===== config.mk =====
export PLATFORM = sky130hd
export DESIGN_NAME = hqs_controller
export DESIGN_NICKNAME = d
export VERILOG_FILES = /design/src/rtl/hqs_pkg.sv /design/src/rtl/hqs_controller.sv
export SDC_FILE = /design/constraint.sdc
export NUM_CORES = 1
export LEC_CHECK = 0
export BUFFER_PORTS_ARGS = -buffer_cell sky130_fd_sc_hd__buf_2
export CORE_AREA = 3 3 40 42
export CTS_BUF_LIST = sky130_fd_sc_hd__clkbuf_8
export CTS_CLUSTER_DIAMETER = 60
export CTS_CLUSTER_SIZE = 12
export DETAILED_ROUTE_END_ITERATION = 10
export DIE_AREA = 0 0 43 45
export PLACE_DENSITY = 0.73
export SLEW_MARGIN = 30
export SYNTH_ARGS = -nofsm -noshare
export SYNTH_HDL_FRONTEND = slang
export SYNTH_SLANG_ARGS = --single-unit
export TNS_END_PERCENT = 1

===== constraint.sdc =====
create_clock -name clk -period 1.1 [get_ports clk]
set_input_delay 0.055 -clock clk [delete_from_list [all_inputs] [get_ports clk]]
set_output_delay 0.055 -clock clk [all_outputs]
set_load 0.01 [all_outputs]

===== src/rtl/hqs_pkg.sv =====
package hqs_pkg;

  localparam int KEY_W        = 64;
  localparam int PAYLOAD_W    = 32;
  localparam int CAPACITY_DEF = 64;

  // Commands from the sequencer to the datapath.
  typedef struct packed {
    logic load;        // input transaction accepted this cycle
    logic sort_init;   // push the whole batch as the first range
    logic pop;         // read the top of the range stack
    logic range_load;  // latch lo and hi, fetch the pivot entry
    logic pivot_load;  // latch the pivot key, start both scan pointers
    logic scan;        // advance the scan pointers that may still move
    logic swap_a;      // first half of an entry swap
    logic swap_b;      // second half of an entry swap, step both pointers
    logic push_r;      // push the right part of a split range
    logic push_l;      // push the left part of a split range
    logic emit_mode;   // read port follows the emission index
    logic emit_start;  // rewind the emission index
    logic emit_load;   // move one sorted entry into the output register
  } hqs_cmd_t;

  // Status from the datapath to the sequencer.
  typedef struct packed {
    logic n_lt2;
    logic sp_zero;
    logic range_trivial;
    logic i_go;
    logic j_go;
    logic i_ge_j;
    logic out_free;
    logic emit_last;
  } hqs_status_t;

endpackage


===== src/rtl/hqs_controller.sv =====
module hqs_controller import hqs_pkg::*; (
  input  logic        clk,
  input  logic        rst,
  input  logic        item_valid,
  input  logic        item_last,
  output logic        item_ready,
  input  hqs_status_t status,
  output hqs_cmd_t    cmd
);

  localparam logic [3:0] S_LOAD    = 4'd0;
  localparam logic [3:0] S_INIT    = 4'd1;
  localparam logic [3:0] S_POP     = 4'd2;
  localparam logic [3:0] S_RANGE   = 4'd3;
  localparam logic [3:0] S_PIVOT   = 4'd4;
  localparam logic [3:0] S_SCAN    = 4'd5;
  localparam logic [3:0] S_SWAP_A  = 4'd6;
  localparam logic [3:0] S_SWAP_B  = 4'd7;
  localparam logic [3:0] S_REREAD  = 4'd8;
  localparam logic [3:0] S_PUSH_R  = 4'd9;
  localparam logic [3:0] S_PUSH_L  = 4'd10;
  localparam logic [3:0] S_EMIT_RD = 4'd11;
  localparam logic [3:0] S_EMIT    = 4'd12;

  logic [3:0] state, state_next;

  always_ff @(posedge clk) begin
    if (rst) begin
      state <= S_LOAD;
    end else begin
      state <= state_next;
    end
  end

  always_comb begin
    cmd        = '0;
    item_ready = 1'b0;
    state_next = state;
    case (state)
      S_LOAD: begin
        item_ready = 1'b1;
        if (item_valid) begin
          cmd.load = 1'b1;
          if (item_last) begin
            state_next = S_INIT;
          end
        end
      end
      S_INIT: begin
        if (status.n_lt2) begin
          state_next = S_EMIT_RD;
        end else begin
          cmd.sort_init = 1'b1;
          state_next    = S_POP;
        end
      end
      S_POP: begin
        if (status.sp_zero) begin
          state_next = S_EMIT_RD;
        end else begin
          cmd.pop    = 1'b1;
          state_next = S_RANGE;
        end
      end
      S_RANGE: begin
        cmd.range_load = 1'b1;
        state_next     = status.range_trivial ? S_POP : S_PIVOT;
      end
      S_PIVOT: begin
        cmd.pivot_load = 1'b1;
        state_next     = S_SCAN;
      end
      S_SCAN: begin
        cmd.scan = 1'b1;
        if (!status.i_go && !status.j_go) begin
          state_next = status.i_ge_j ? S_PUSH_R : S_SWAP_A;
        end
      end
      S_SWAP_A: begin
        cmd.swap_a = 1'b1;
        state_next = S_SWAP_B;
      end
      S_SWAP_B: begin
        cmd.swap_b = 1'b1;
        state_next = S_REREAD;
      end
      S_REREAD: begin
        state_next = S_SCAN;
      end
      S_PUSH_R: begin
        cmd.push_r = 1'b1;
        state_next = S_PUSH_L;
      end
      S_PUSH_L: begin
        cmd.push_l = 1'b1;
        state_next = S_POP;
      end
      S_EMIT_RD: begin
        cmd.emit_mode  = 1'b1;
        cmd.emit_start = 1'b1;
        state_next     = S_EMIT;
      end
      S_EMIT: begin
        cmd.emit_mode = 1'b1;
        if (status.out_free) begin
          cmd.emit_load = 1'b1;
          if (status.emit_last) begin
            state_next = S_LOAD;
          end
        end
      end
      default: begin
        state_next = S_LOAD;
      end
    endcase
  end

endmodule


==> impl_metrics.json <==
{
  "status": "finished, violations left",
  "violations": "negative setup slack",
  "setup_violations": 18,
  "tightest_slew_ps": 497,
  "yosys-top-cells-area": "dfxtp_1, nand2b_1, nor2_1",
  "clockRootBuffer": "clkbuf_8",
  "synthCells": 72,
  "crit_chain": "buf_6 > nand2b_4 > buf_6 > nor3_4 > buf_2",
  "cts_tree": "yes",
  "ios": 26,
  "track_usage_pct": 20.2,
  "ctsHoldBuffers": 0,
  "first_iter_violations": 14,
  "whs_ps": 50.1,
  "path_delay_family": "buffers and inverters",
  "start_util_pct": 40.9,
  "cp_slowest_stage_delay_ps": 370,
  "clkTransAtPathRegs_ps": 30,
  "synth_edf_count": 0,
  "synth.distinct_cells": 29,
  "globalRoute.totalOverflow": 0,
  "area_delta_synth_final_pct": 79.8,
  "peakVddDrop_mv": 0.995,
  "startpoint_type": "flip-flop",
  "ys.flop_type": "dfxtp_1",
  "via_per_inst": 5.42,
  "n_fill_cell": 103,
  "yosysTopAreaCell": "dfxtp_1",
  "rsz0062_at_grt": "true",
  "cts.sinks": 4,
  "firstDrtPassIters": 4,
  "antenna_found_initial": 0,
  "wl_mm": 1.90,
  "ys_seq_elements": 4,
  "leakage_nw": 0.410,
  "largest_register_ffs": 4,
  "grtUsageMet2_pct": 38.9,
  "yosys_warnings": 0,
  "fin_ws_ps": -233,
  "cp_slowest_cell": "dfxtp_4",
  "async_reset_ff_share_pct": 0,
  "drtAntennaViolNets": 0,
  "grt_pass1_wl_mm": 2.97,
  "core_area_um2": 1280,
  "hold_viol": 0,
  "grt_pass1_vias": 706,
  "netlist_area_um2": 526,
  "fp-row-count": 13,
  "finalInstanceArea_um2": 945,
  "end_kind": "primary output",
  "fin_nets": 127,
  "drv_cap": 0,
  "diodes": 0,
  "slew_viol_final": 0,
  "synth.avg_cell_area_um2": 7.30,
  "fin_total_pwr_w": 0.00166,
  "top_register": "state",
  "dieArea_um2": 1940,
  "io_buffers": 25,
  "die_h_um": 45,
  "postPlaceCellArea_um2": 732,
  "clock.fmax_ghz": 0.750,
  "worstPathRequired_ps": 1040,
  "die_width_um": 43,
  "synth_nets": 84,
  "cts_buffer_depth": 2,
  "layout-drive-gt1-share_pct": 68.1,
  "worstPathArrival_ps": 1280,
  "min_path_type": "primary input to flip-flop",
  "hpwl_mm": 1.17,
  "power_density_nw_per_um2": 1750,
  "wl_per_cell_um": 14.9,
  "max_slew_margin_pct": 66.8,
  "synth_largest_type_area_fraction_pct": 15.2,
  "place_congestion": 0.798,
  "crit_fanout": 8,
  "clock_latency_ps": 220,
  "cts_buffers": 3,
  "skew_ps": 4.53,
  "drcViolationCount": 0,
  "grt_busiest_layer": "met2",
  "grt_use_met1_pct": 21.9,
  "vias": 694,
  "cp_common_cell": "buf_6",
  "timing.setup.critical_path_class": "flip-flop to primary output",
  "period_share_pct": 121,
  "fin_crit_ps": 1330,
  "seq_area_frac_synth_pct": 15.2,
  "cp_num_buf_inv": 3,
  "grt_max_degree": 21,
  "synth_most_common_cell": "nor2_1",
  "place_inst": 118,
  "reg_top3": "state x4",
  "synthTopCellsByCount": "nor2_1, a21oi_1, nand2_1, nand2b_1, dfxtp_1",
  "grt_util_met3_pct": 5.18,
  "fin_cells": 128,
  "h-tree-depth": 1,
  "dp_slack_ps": -242
}
-- metal layers --
| metal | routed length [um] | share of wire [%] |
|---|---|---|
| met5 | 0 | 0 |
| met4 | 49 | 2.6 |
| met3 | 57 | 3.0 |
| met2 | 1030 | 54 |
| met1 | 766 | 40 |
-- repair_timing --
item,4_1_cts,5_1_grt
endpoints found under the setup margin,18,18
gates cloned,0,0
setup buffers,7,0
gates resized for setup,21,10
pin swaps,8,2
-- cell usage in the layout, fill, tap and decap left out --
cell and instances:
buf_2 25, buf_4 14, nand2_1 7, a21oi_1 6, buf_6 6, nor2_2 5
nor2_1 5, nand2b_4 4, nand2b_1 3, clkbuf_8 3, nor3_2 2, and2_1 2
o21ai_2 2, a21oi_2 2, o21ai_0 2, nand3b_1 2, dfxtp_4 2, dfxtp_2 2
nor4_4 1, nor3_4 1, nor2_4 1, nor4_1 1, nor4_2 1, nor2b_1 1
o2111ai_1 1, a21boi_1 1, or3_4 1, a22oi_4 1, xnor2_1 1, a2bb2oi_1 1
or2_1 1, a41oi_1 1, nand3b_4 1, a211oi_2 1, a21bo_2 1, o22ai_1 1
buf_12 1
-- path summary, 6_finish.rpt --
kind / start / to / slack, ps / cells after the start
worst max-delay path: state[0]$_SDFFE_PP0P_ / cmd[8] / -230 / 5
worst min-delay path: rst / state[0]$_SDFFE_PP0P_ / 50 / 2
worst max register to register: state[3]$_SDFFE_PP0P_ / state[3]$_SDFFE_PP0P_ / -130 / 6
worst min register to register: state[2]$_SDFFE_PP0P_ / state[2]$_SDFFE_PP0P_ / 710 / 3
-- stage by stage --
step	util [%]	setup TNS, ps
2_1_floorplan	-	-357
3_3_place_gp	57.0	-1820
3_5_place_dp	57.0	-2090
4_1_cts	70.8	-1940
5_1_grt	73.5	-3270
6_report	73.5	-2290
-- power by group --
group          internal [W]  leakage [nW]  switching [W]
registers          0.000190        0.0350      0.0000682
clock network      0.000233        0.0216      0.0000730
logic              0.000587         0.354       0.000505
total               0.00101         0.410       0.000646
-- worst reg2reg max path, cell delays in order (launching register included) --
cell	delay [ps]
dfxtp_2	330
buf_6	140
nor4_4	240
buf_4	160
a22oi_4	60
nand3b_4	90
o22ai_1	80
-- area by class of cell --
type | instances | area, um2 | area share [%]
multi-input combinational | 60 | 477 | 50.5
sequential | 4 | 90.1 | 9.54
tap | 15 | 18.8 | 1.99
clock buffer | 3 | 41.3 | 4.37
timing repair buffer | 46 | 318 | 33.6
-- cells by family after synthesis --
group / synth area share [%]
buffers and inverters: 12.1
XOR/XNOR: 1.67
AO/OA/AOI/OAI: 29.5
flip-flops: 15.2
AND/OR/NAND/NOR: 41.4
Note: power is estimated with default switching activity, not from simulation.
